==> config.mk <==
export PLATFORM = sky130hd
export DESIGN_NAME = pixel_color_fade_flat
export DESIGN_NICKNAME = d
export VERILOG_FILES = /design/src/rtl/pcf_pkg.sv /design/src/rtl/pcf_ifs.sv /design/src/rtl/pcf_div.sv /design/src/rtl/pcf_blend.sv /design/src/rtl/pixel_color_fade.sv /design/src/flat_wrapper.sv
export SDC_FILE = /design/constraint.sdc
export NUM_CORES = 1
export LEC_CHECK = 0
export ABC_AREA = 1
export ABC_CLOCK_PERIOD_IN_PS = 6300
export BUFFER_PORTS_ARGS = -buffer_cell sky130_fd_sc_hd__buf_2
export CORE_AREA = 2 2 208 210
export DETAILED_ROUTE_END_ITERATION = 10
export DIE_AREA = 0 0 210 212
export PLACE_DENSITY_LB_ADDON = 0.15
export SKIP_LAST_GASP = 1
export SLEW_MARGIN = 20
export SYNTH_ARGS = -nofsm -noshare
export SYNTH_HDL_FRONTEND = slang
export SYNTH_SLANG_ARGS = --single-unit
==> constraint.sdc <==
create_clock -name i_clk -period 6.3 [get_ports i_clk]
set_input_delay 1.26 -clock i_clk [delete_from_list [all_inputs] [get_ports i_clk]]
set_output_delay 1.26 -clock i_clk [all_outputs]
set_load 0.01 [all_outputs]
==> src/rtl/pcf_pkg.sv <==
// pcf_pkg: shared types and constants of the pixel colour fade engine
// field widths, command codes and the status record of the arithmetic units
// no dependencies
package pcf_pkg;

    localparam int CMD_W   = 2;
    localparam int COLOR_W = 8;
    localparam int DUR_W   = 32;
    localparam int STEP_W  = 16;
    localparam int NUM_CH  = 4;
    localparam int CH_IDX_W = $clog2(NUM_CH);

    localparam logic [CMD_W-1:0] CMD_SET  = 2'd0;
    localparam logic [CMD_W-1:0] CMD_FADE = 2'd1;
    localparam logic [CMD_W-1:0] CMD_TICK = 2'd2;

    typedef struct packed {
        logic busy;
        logic done;
    } t_unit_sts;

endpackage

==> src/rtl/pcf_ifs.sv <==
// pcf_in_if and pcf_out_if: valid/ready channels of the fade engine
// command item in, colour item out
// depends on pcf_pkg
interface pcf_in_if;
    logic                          valid;
    logic                          ready;
    logic [pcf_pkg::CMD_W-1:0]     command;
    logic [pcf_pkg::COLOR_W-1:0]   red;
    logic [pcf_pkg::COLOR_W-1:0]   green;
    logic [pcf_pkg::COLOR_W-1:0]   blue;
    logic [pcf_pkg::COLOR_W-1:0]   brightness;
    logic [pcf_pkg::DUR_W-1:0]     duration;
    logic [pcf_pkg::STEP_W-1:0]    time_step;

    modport source (output valid, command, red, green, blue, brightness, duration,
                    time_step, input ready);
    modport sink (input valid, command, red, green, blue, brightness, duration,
                  time_step, output ready);
endinterface

interface pcf_out_if;
    logic                          valid;
    logic                          ready;
    logic [pcf_pkg::COLOR_W-1:0]   out_red;
    logic [pcf_pkg::COLOR_W-1:0]   out_green;
    logic [pcf_pkg::COLOR_W-1:0]   out_blue;
    logic [pcf_pkg::COLOR_W-1:0]   out_brightness;
    logic                          fading;

    modport source (output valid, out_red, out_green, out_blue, out_brightness, fading,
                    input ready);
    modport sink (input valid, out_red, out_green, out_blue, out_brightness, fading,
                  output ready);
endinterface

==> src/rtl/pcf_div.sv <==
// pcf_div: restoring divider for the fade fraction, one quotient bit per cycle
// gives floor(min(a, d) * 2^FRAC_W / d) for d > 0 in FRAC_W + 1 steps
// depends on pcf_pkg
module pcf_div #(
    parameter int FRAC_W = 16
) (
    input  logic                          i_clk,
    input  logic                          i_rst_n,
    input  logic                          i_start,
    input  logic [pcf_pkg::DUR_W-1:0]     i_dividend,
    input  logic [pcf_pkg::DUR_W-1:0]     i_divisor,
    output pcf_pkg::t_unit_sts            o_sts,
    output logic [FRAC_W:0]               o_quot
);
    localparam int CNT_W = $clog2(FRAC_W + 2);
    localparam int DW    = pcf_pkg::DUR_W;

    logic [DW-1:0]     r_rem;
    logic [DW-1:0]     n_rem;
    logic [DW-1:0]     r_div;
    logic [FRAC_W:0]   r_quot;
    logic [FRAC_W:0]   n_quot;
    logic [CNT_W-1:0]  r_cnt;
    logic              r_busy;
    logic              r_first;
    logic              r_done;
    logic [DW:0]       w_trial;
    logic [DW:0]       w_diff;
    logic              w_ge;

    // first step is the integer bit, the rest shift the remainder
    assign w_trial = r_first ? {1'b0, r_rem} : {r_rem, 1'b0};
    assign w_ge    = w_trial >= {1'b0, r_div};
    assign w_diff  = w_trial - {1'b0, r_div};
    assign n_rem   = w_ge ? w_diff[DW-1:0] : w_trial[DW-1:0];
    assign n_quot  = {r_quot[FRAC_W-1:0], w_ge};

    always_ff @(posedge i_clk) begin
        if (!i_rst_n) begin
            r_busy  <= 1'b0;
            r_first <= 1'b0;
            r_done  <= 1'b0;
            r_cnt   <= '0;
        end else begin
            r_done <= r_busy && !i_start && (r_cnt == CNT_W'(1));
            if (i_start) begin
                r_busy  <= 1'b1;
                r_first <= 1'b1;
                r_cnt   <= CNT_W'(FRAC_W + 1);
            end else if (r_busy) begin
                r_first <= 1'b0;
                r_cnt   <= r_cnt - 1'b1;
                if (r_cnt == CNT_W'(1)) begin
                    r_busy <= 1'b0;
                end
            end
        end
    end

    always_ff @(posedge i_clk) begin
        if (i_start) begin
            r_rem  <= (i_dividend >= i_divisor) ? i_divisor : i_dividend;
            r_div  <= i_divisor;
            r_quot <= '0;
        end else if (r_busy) begin
            r_rem  <= n_rem;
            r_quot <= n_quot;
        end
    end

    assign o_sts.busy = r_busy;
    assign o_sts.done = r_done;
    assign o_quot     = r_quot;

endmodule

==> src/rtl/pcf_blend.sv <==
// pcf_blend: one shared multiplier blends the four channels in turn
// each channel: product cycle, then add or subtract of the truncated part
// depends on pcf_pkg
module pcf_blend #(
    parameter int CH_W   = 8,
    parameter int FRAC_W = 16
) (
    input  logic                                  i_clk,
    input  logic                                  i_rst_n,
    input  logic                                  i_start,
    input  logic [FRAC_W:0]                       i_frac,
    input  logic [pcf_pkg::NUM_CH-1:0][CH_W-1:0]  i_from,
    input  logic [pcf_pkg::NUM_CH-1:0][CH_W-1:0]  i_to,
    output pcf_pkg::t_unit_sts                    o_sts,
    output logic [pcf_pkg::NUM_CH-1:0][CH_W-1:0]  o_col
);
    localparam int IW = pcf_pkg::CH_IDX_W;

    logic [IW-1:0]                          r_idx;
    logic                                   r_phase;
    logic                                   r_busy;
    logic                                   r_done;
    logic [FRAC_W:0]                        r_frac;
    logic [CH_W+FRAC_W:0]                   r_prod;
    logic                                   r_up;
    logic [pcf_pkg::NUM_CH-1:0][CH_W-1:0]   r_res;
    logic [CH_W-1:0]                        w_s;
    logic [CH_W-1:0]                        w_t;
    logic                                   w_up;
    logic [CH_W-1:0]                        w_mag;
    logic [CH_W-1:0]                        w_part;

    assign w_s    = i_from[r_idx];
    assign w_t    = i_to[r_idx];
    assign w_up   = w_t >= w_s;
    assign w_mag  = w_up ? (w_t - w_s) : (w_s - w_t);
    assign w_part = r_prod[FRAC_W +: CH_W];

    always_ff @(posedge i_clk) begin
        if (!i_rst_n) begin
            r_busy  <= 1'b0;
            r_done  <= 1'b0;
            r_phase <= 1'b0;
            r_idx   <= '0;
        end else begin
            r_done <= r_busy && !i_start && r_phase
                      && (r_idx == IW'(pcf_pkg::NUM_CH - 1));
            if (i_start) begin
                r_busy  <= 1'b1;
                r_phase <= 1'b0;
                r_idx   <= '0;
            end else if (r_busy) begin
                r_phase <= ~r_phase;
                if (r_phase) begin
                    if (r_idx == IW'(pcf_pkg::NUM_CH - 1)) begin
                        r_busy <= 1'b0;
                    end else begin
                        r_idx <= r_idx + 1'b1;
                    end
                end
            end
        end
    end

    always_ff @(posedge i_clk) begin
        if (i_start) begin
            r_frac <= i_frac;
        end
        if (r_busy && !r_phase) begin
            r_prod <= w_mag * r_frac;
            r_up   <= w_up;
        end
        if (r_busy && r_phase) begin
            r_res[r_idx] <= r_up ? (w_s + w_part) : (w_s - w_part);
        end
    end

    assign o_sts.busy = r_busy;
    assign o_sts.done = r_done;
    assign o_col      = r_res;

endmodule

==> src/rtl/pixel_color_fade.sv <==
// pixel_color_fade: one-pixel linear colour crossfade engine, top level
// sequencer, colour and timing state, output register
// depends on pcf_pkg, pcf_ifs, pcf_div, pcf_blend
//
// Takes one command item at a time and returns one colour item for each. Set,
// fade, a tick outside a fade, a tick that ends a fade and command three load
// their result into the output register from the emit state once that register
// is free. A tick that advances a fade runs the fraction through a bit-serial
// divider and then blends the four channels through one shared multiplier, so
// its result is loaded only after both units have finished. The block takes a
// new item as soon as its sequencer is idle, which it becomes as the last result
// is loaded, also while that result still waits in the output register.
module pixel_color_fade #(
    parameter int CHANNEL_BITS  = 8,
    parameter int FRACTION_BITS = 16
) (
    input  logic       i_clk,
    input  logic       i_rst_n,
    pcf_in_if.sink     i_in,
    pcf_out_if.source  o_out
);
    localparam int CH_W = CHANNEL_BITS;
    localparam int CW   = pcf_pkg::COLOR_W;
    localparam int DW   = pcf_pkg::DUR_W;
    localparam int NCH  = pcf_pkg::NUM_CH;

    localparam logic [2:0] ST_IDLE  = 3'd0;
    localparam logic [2:0] ST_DIVGO = 3'd1;
    localparam logic [2:0] ST_DIV   = 3'd2;
    localparam logic [2:0] ST_BLEND = 3'd3;
    localparam logic [2:0] ST_EMIT  = 3'd4;

    localparam logic [FRACTION_BITS:0] FRAC_ONE = {1'b1, {FRACTION_BITS{1'b0}}};

    logic [2:0]                 r_state;
    logic [2:0]                 n_state;
    logic [NCH-1:0][CH_W-1:0]   r_cur;
    logic [NCH-1:0][CH_W-1:0]   r_from;
    logic [NCH-1:0][CH_W-1:0]   r_to;
    logic [DW-1:0]              r_elapsed;
    logic [DW-1:0]              r_len;
    logic                       r_active;
    logic [NCH-1:0][CW-1:0]     r_out_col;
    logic                       r_out_fading;
    logic                       r_out_valid;

    logic                       w_acc;
    logic [NCH-1:0][CW-1:0]     w_in_raw;
    logic [NCH-1:0][CH_W-1:0]   w_in_col;
    logic [NCH-1:0][CW-1:0]     w_cur_out;
    logic [DW:0]                w_sum;
    logic [DW-1:0]              w_new_elapsed;
    logic                       w_reached;
    logic                       w_out_free;
    logic                       w_load_out;

    pcf_pkg::t_unit_sts         div_sts;
    pcf_pkg::t_unit_sts         bl_sts;
    logic [FRACTION_BITS:0]     div_quot;
    logic [NCH-1:0][CH_W-1:0]   bl_col;

    assign w_acc      = i_in.valid && i_in.ready;
    assign i_in.ready = (r_state == ST_IDLE);

    assign w_in_raw[0] = i_in.red;
    assign w_in_raw[1] = i_in.green;
    assign w_in_raw[2] = i_in.blue;
    assign w_in_raw[3] = i_in.brightness;

    for (genvar g = 0; g < NCH; g++) begin : g_ch
        logic [CW+CH_W-1:0] w_in_ext;
        logic [CW+CH_W-1:0] w_out_ext;
        assign w_in_ext     = {{CH_W{1'b0}}, w_in_raw[g]};
        assign w_in_col[g]  = w_in_ext[CH_W-1:0];
        assign w_out_ext    = {{CW{1'b0}}, r_cur[g]};
        assign w_cur_out[g] = w_out_ext[CW-1:0];
    end

    // saturating advance and completion test run side by side
    assign w_sum         = {1'b0, r_elapsed} + {{(DW + 1 - pcf_pkg::STEP_W){1'b0}},
                                                i_in.time_step};
    assign w_new_elapsed = w_sum[DW] ? {DW{1'b1}} : w_sum[DW-1:0];
    assign w_reached     = r_elapsed >= r_len;

    assign w_out_free = !r_out_valid || o_out.ready;
    assign w_load_out = (r_state == ST_EMIT) && w_out_free;

    pcf_div #(
        .FRAC_W (FRACTION_BITS)
    ) u_div (
        .i_clk      (i_clk),
        .i_rst_n    (i_rst_n),
        .i_start    (r_state == ST_DIVGO),
        .i_dividend (r_elapsed),
        .i_divisor  (r_len),
        .o_sts      (div_sts),
        .o_quot     (div_quot)
    );

    pcf_blend #(
        .CH_W   (CH_W),
        .FRAC_W (FRACTION_BITS)
    ) u_blend (
        .i_clk   (i_clk),
        .i_rst_n (i_rst_n),
        .i_start (div_sts.done),
        .i_frac  (div_quot),
        .i_from  (r_from),
        .i_to    (r_to),
        .o_sts   (bl_sts),
        .o_col   (bl_col)
    );

    always_comb begin
        n_state = r_state;
        unique case (r_state)
            ST_IDLE: begin
                if (w_acc) begin
                    if (i_in.command == pcf_pkg::CMD_TICK && r_active && !w_reached) begin
                        n_state = ST_DIVGO;
                    end else begin
                        n_state = ST_EMIT;
                    end
                end
            end
            ST_DIVGO: n_state = ST_DIV;
            ST_DIV: begin
                if (div_sts.done) begin
                    n_state = ST_BLEND;
                end
            end
            ST_BLEND: begin
                if (bl_sts.done) begin
                    n_state = ST_EMIT;
                end
            end
            ST_EMIT: begin
                if (w_out_free) begin
                    n_state = ST_IDLE;
                end
            end
            default: n_state = ST_IDLE;
        endcase
    end

    always_ff @(posedge i_clk) begin
        if (!i_rst_n) begin
            r_state     <= ST_IDLE;
            r_cur       <= '0;
            r_from      <= '0;
            r_to        <= '0;
            r_elapsed   <= '0;
            r_len       <= DW'(1);
            r_active    <= 1'b0;
            r_out_valid <= 1'b0;
        end else begin
            r_state <= n_state;
            if (w_acc) begin
                priority if (i_in.command == pcf_pkg::CMD_SET) begin
                    r_cur    <= w_in_col;
                    r_active <= 1'b0;
                end else if (i_in.command == pcf_pkg::CMD_FADE) begin
                    r_from    <= r_cur;
                    r_to      <= w_in_col;
                    r_len     <= (i_in.duration == '0) ? DW'(1) : i_in.duration;
                    r_elapsed <= '0;
                    r_active  <= 1'b1;
                end else if (i_in.command == pcf_pkg::CMD_TICK && r_active) begin
                    if (w_reached) begin
                        r_active <= 1'b0;
                    end else begin
                        r_elapsed <= w_new_elapsed;
                    end
                end else begin
                    r_active <= r_active;
                end
            end
            if (r_state == ST_BLEND && bl_sts.done) begin
                r_cur <= bl_col;
            end
            if (w_load_out) begin
                r_out_valid <= 1'b1;
            end else if (o_out.ready) begin
                r_out_valid <= 1'b0;
            end
        end
    end

    always_ff @(posedge i_clk) begin
        if (w_load_out) begin
            r_out_col    <= w_cur_out;
            r_out_fading <= r_active;
        end
    end

    assign o_out.valid          = r_out_valid;
    assign o_out.out_red        = r_out_col[0];
    assign o_out.out_green      = r_out_col[1];
    assign o_out.out_blue       = r_out_col[2];
    assign o_out.out_brightness = r_out_col[3];
    assign o_out.fading         = r_out_fading;

    a_div_done_in_div: assert property (@(posedge i_clk) disable iff (!i_rst_n)
        div_sts.done |-> r_state == ST_DIV)
        else $error("divider finished outside its wait state");

    a_blend_done_in_blend: assert property (@(posedge i_clk) disable iff (!i_rst_n)
        bl_sts.done |-> r_state == ST_BLEND)
        else $error("blend finished outside its wait state");

    a_units_idle: assert property (@(posedge i_clk) disable iff (!i_rst_n)
        r_state == ST_IDLE |-> !div_sts.busy && !bl_sts.busy)
        else $error("arithmetic unit busy while sequencer idle");

    a_frac_range: assert property (@(posedge i_clk) disable iff (!i_rst_n)
        div_sts.done |-> div_quot <= FRAC_ONE)
        else $error("fade fraction above one");

    a_fade_start: assert property (@(posedge i_clk) disable iff (!i_rst_n)
        w_acc && i_in.command == pcf_pkg::CMD_FADE |=> r_active && r_elapsed == '0)
        else $error("fade command did not start a fade");

    a_out_from_emit: assert property (@(posedge i_clk) disable iff (!i_rst_n)
        $rose(o_out.valid) |-> $past(r_state) == ST_EMIT)
        else $error("result item raised outside emit");

endmodule

==> src/flat_wrapper.sv <==
// flat-port wrapper written by rule: the top's interface ports become plain ports
module pixel_color_fade_flat 
#(
    parameter int CHANNEL_BITS  = 8,
    parameter int FRACTION_BITS = 16
)
  (i_clk, i_rst_n, i_in_valid, i_in_command, i_in_red, i_in_green, i_in_blue, i_in_brightness, i_in_duration, i_in_time_step, i_in_ready, o_out_valid, o_out_out_red, o_out_out_green, o_out_out_blue, o_out_out_brightness, o_out_fading, o_out_ready);
  pcf_in_if i_in_i ();
  pcf_out_if o_out_i ();
  input  logic i_clk;
  input  logic i_rst_n;
  input wire logic [$bits(i_in_i.valid)-1:0] i_in_valid;
  input wire logic [$bits(i_in_i.command)-1:0] i_in_command;
  input wire logic [$bits(i_in_i.red)-1:0] i_in_red;
  input wire logic [$bits(i_in_i.green)-1:0] i_in_green;
  input wire logic [$bits(i_in_i.blue)-1:0] i_in_blue;
  input wire logic [$bits(i_in_i.brightness)-1:0] i_in_brightness;
  input wire logic [$bits(i_in_i.duration)-1:0] i_in_duration;
  input wire logic [$bits(i_in_i.time_step)-1:0] i_in_time_step;
  output wire logic [$bits(i_in_i.ready)-1:0] i_in_ready;
  output wire logic [$bits(o_out_i.valid)-1:0] o_out_valid;
  output wire logic [$bits(o_out_i.out_red)-1:0] o_out_out_red;
  output wire logic [$bits(o_out_i.out_green)-1:0] o_out_out_green;
  output wire logic [$bits(o_out_i.out_blue)-1:0] o_out_out_blue;
  output wire logic [$bits(o_out_i.out_brightness)-1:0] o_out_out_brightness;
  output wire logic [$bits(o_out_i.fading)-1:0] o_out_fading;
  input wire logic [$bits(o_out_i.ready)-1:0] o_out_ready;
  assign i_in_i.valid = i_in_valid;
  assign i_in_i.command = i_in_command;
  assign i_in_i.red = i_in_red;
  assign i_in_i.green = i_in_green;
  assign i_in_i.blue = i_in_blue;
  assign i_in_i.brightness = i_in_brightness;
  assign i_in_i.duration = i_in_duration;
  assign i_in_i.time_step = i_in_time_step;
  assign i_in_ready = i_in_i.ready;
  assign o_out_valid = o_out_i.valid;
  assign o_out_out_red = o_out_i.out_red;
  assign o_out_out_green = o_out_i.out_green;
  assign o_out_out_blue = o_out_i.out_blue;
  assign o_out_out_brightness = o_out_i.out_brightness;
  assign o_out_fading = o_out_i.fading;
  assign o_out_i.ready = o_out_ready;
  pixel_color_fade #(.CHANNEL_BITS(CHANNEL_BITS), .FRACTION_BITS(FRACTION_BITS)) u_core (.i_clk(i_clk), .i_rst_n(i_rst_n), .i_in(i_in_i), .o_out(o_out_i));
endmodule
==> impl_metrics.ini <==
[status]
status = finished, violations left
violations = setup timing

[place]
dpl-instance-area_sq_um = 25600
place_inst = 3781
dp_hpwl_um = 53500
port_buffers = 120
globalplace.congestion = 0.982
dp_slack_ns = -0.446

[cells_and_area]
n_fill_cell = 3660
nets = 3643
synthToLayoutAreaGrowth_pct = 18.8
layout_common_cells = nand2_1 (575), inv_1 (425), nor2_1 (380), o21ai_0 (214), dfxtp_1 (193)
layout-drive-gt1-share_pct = 17.7
stdcell_count = 3894
fin_area_sq_um = 28300
final_common_cell = nand2_1

[critical_path]
cp.arrival_ns = 6.75
cp-end-kind = flop
critPathKind = reg2reg
cp_max_fo = 7
start_kind = flop
cp.required_ns = 6.63
cp_slowest_cell = fa_2
critPathMaxStageDelay_ns = 0.58

[synthesis]
yosysTopAreaCell = edfxtp_1
synth_top_cell_area_share_pct = 19.5
syn_area_sq_um = 23800
synthesis.nets = 3434
syn_avg_cell_area_sq_um = 7.67
synth-edff-count = 155
synth-seq-cells = 350
ys.flop_type = dfxtp_1
yosysSeqAreaShare_pct = 35.9
yosys_warnings = 0
synth_top_cells_by_area = edfxtp_1 (20%), dfxtp_1 (16%), nand2_1 (9.5%)
async_reset_ff_share_pct = 0
synthCells = 3106
synthDistinctLibCells = 58

[timing]
setup_viol = 7
tightestPinTransition_ns = 1.09
hold_violations = 0
rsz0062_at_grt = yes
timing.final.ws_setup_ns = -0.121
period_share_pct = 102
period_needed_ns = 6.42
setup_tns_ns = -0.426
relSlewSlack_pct = 27.7
slew_viol_final = 0
clock_skew_ns = 0.0195
fmax_mhz = 156

[clocking]
ctsHoldBuffers = 0
cts_buffer_depth = 3
tritoncts = yes
htreeDepth = 2
clk_latency_ns = 0.57
cts-buffers-inserted = 38
path_clk_slew_ns = 0.06
cts.sinks = 350
cts_root_buf = clkbuf_16

[floorplanning]
core_region_area_sq_um = 42500
num_rows = 76
die_w_um = 210
die_h_um = 212
dieArea_sq_um = 44500
start_util_pct = 56.0
ioPinCount = 121

[global_route]
grt_pass1_wl_um = 111000
antenna_found_initial = 4
grt_max_degree = 122
overflow = 0
grtUsageTotal_pct = 31.8
grt_pass1_vias = 21020

[drt]
dr_total_vias = 21742
firstDrtPassIters = 5
drtIter0Drc = 1395
wirelength_um = 71200
via_per_inst = 5.58
antenna_left = 0
wire_per_inst_um = 18.3
drc = 0

[job]
cap_violations = 0

[min_path]
hp-class = reg2reg
==> cell type report <==
| type | count | area, sq um | area share, % |
|---|---|---|---|
| Timing Repair Buffer | 284 | 2080 | 7.35 |
| Tap cell | 546 | 683 | 2.41 |
| Inverter | 461 | 1740 | 6.16 |
| Timing Repair inverter | 1 | 8.76 | 0.0309 |
| Sequential cell | 350 | 8560 | 30.2 |
| Clock inverter | 18 | 146 | 0.517 |
| Multi-Input combinational cell | 2179 | 14000 | 49.4 |
| Clock buffer | 52 | 1100 | 3.87 |
| Antenna cell | 3 | 7.51 | 0.0265 |
==> synth_stat cells, types with 11 or more instances <==
library cell	n
a21oi_1	191
a22oi_1	16
a31oi_1	41
a32oi_1	14
buf_2	28
clkbuf_1	73
dfxtp_1	195
edfxtp_1	155
fa_1	93
ha_1	149
inv_1	454
nand2_1	600
nand3_1	162
nand4_1	27
nor2_1	413
nor3_1	23
nor4_1	11
o211ai_1	34
o21ai_0	224
or2_2	33
xnor2_1	30
xor2_1	33
==> kinds of logic (layout without fill, tap and decap cells) <==
logic type / after synthesis / count (layout) / synth area share [%]
xor+xnor: 66 / 67 / 2.62
other cells: 0 / 3 / 0
simple gates: 1294 / 1294 / 22.5
compound gates: 576 / 576 / 13.7
flops: 350 / 350 / 35.9
buf+inv: 578 / 816 / 9.57
fa+ha+maj: 242 / 242 / 15.6
==> critical path: cells and delay by family, from the launching register on <==
family                   cells  cell delay (ns)
XOR/XNOR                     2             0.35
buffers and inverters        8             0.73
flip-flops                   1             0.47
AO/OA/AOI/OAI                2             0.44
adder cells (fa/ha/maj)      7             2.90
AND/OR/NAND/NOR             12             1.30
==> state kept, by name, indices dropped and copies added, names as in the netlist, 2 cells and up <==
signal and cells:
u_core.g_ch.w_out_ext 32, u_core.o_out.out_blue 8, u_core.o_out.out_brightness 8, u_core.o_out.out_green 8
u_core.o_out.out_red 8, u_core.r_elapsed 32, u_core.r_from 32, u_core.r_len 32
u_core.r_state 3, u_core.r_to 32, u_core.u_blend.o_col 32, u_core.u_blend.r_frac 17
u_core.u_blend.r_idx 2, u_core.u_blend.r_prod 8, u_core.u_div.o_quot 17, u_core.u_div.r_cnt 5
u_core.u_div.r_div 32, u_core.u_div.r_rem 32
==> routing by layer <==
metal	global-route usage, %	wire length, um	up-vias	share of wire, %
li1	-	-	10562	-
met1	39.9	29200	10448	41
met2	56.2	35700	582	50
met3	3.37	3360	150	4.7
met4	12.6	2920	0	4.1
met5	0	0	-	0
==> per-stage QoR <==
step,hold WS (ns),utilization (%)
2_1_floorplan,0.408,-
3_5_place_dp,0.424,60.3
5_1_grt,0.452,66.6
3_3_place_gp,0.423,60.3
4_1_cts,0.439,65.0
6_report,0.437,66.6
==> timing repair <==
item                                    4_1_cts  5_1_grt
gates cloned                                  4        1
endpoints found under the setup margin        8        8
buffers inserted                             20       15
endpoints found under the hold margin         0        0
pin swaps                                    44      117
resized for setup                            97      144
==> final timing paths <==
check | start | end | slack [ns] | depth (start not counted)
worst min-delay path | u_core.r_len[2]$_SDFFE_PN0P_ | u_core.u_div.r_div[2]$_DFFE_PP_ | 0.44 | 0
worst max register to register | u_core.u_blend.r_idx[0]$_SDFFE_PP0P_ | u_core.u_blend.r_prod[20]$_DFFE_PP_ | -0.12 | 31
worst min register to register | u_core.r_len[2]$_SDFFE_PN0P_ | u_core.u_div.r_div[2]$_DFFE_PP_ | 0.44 | 0
worst max-delay path | u_core.u_blend.r_idx[0]$_SDFFE_PP0P_ | u_core.u_blend.r_prod[20]$_DFFE_PP_ | -0.12 | 31
Power is left out: the tool's default activity adds up to more than one toggle a clock period on the data nets, which glitch-free logic cannot reach.
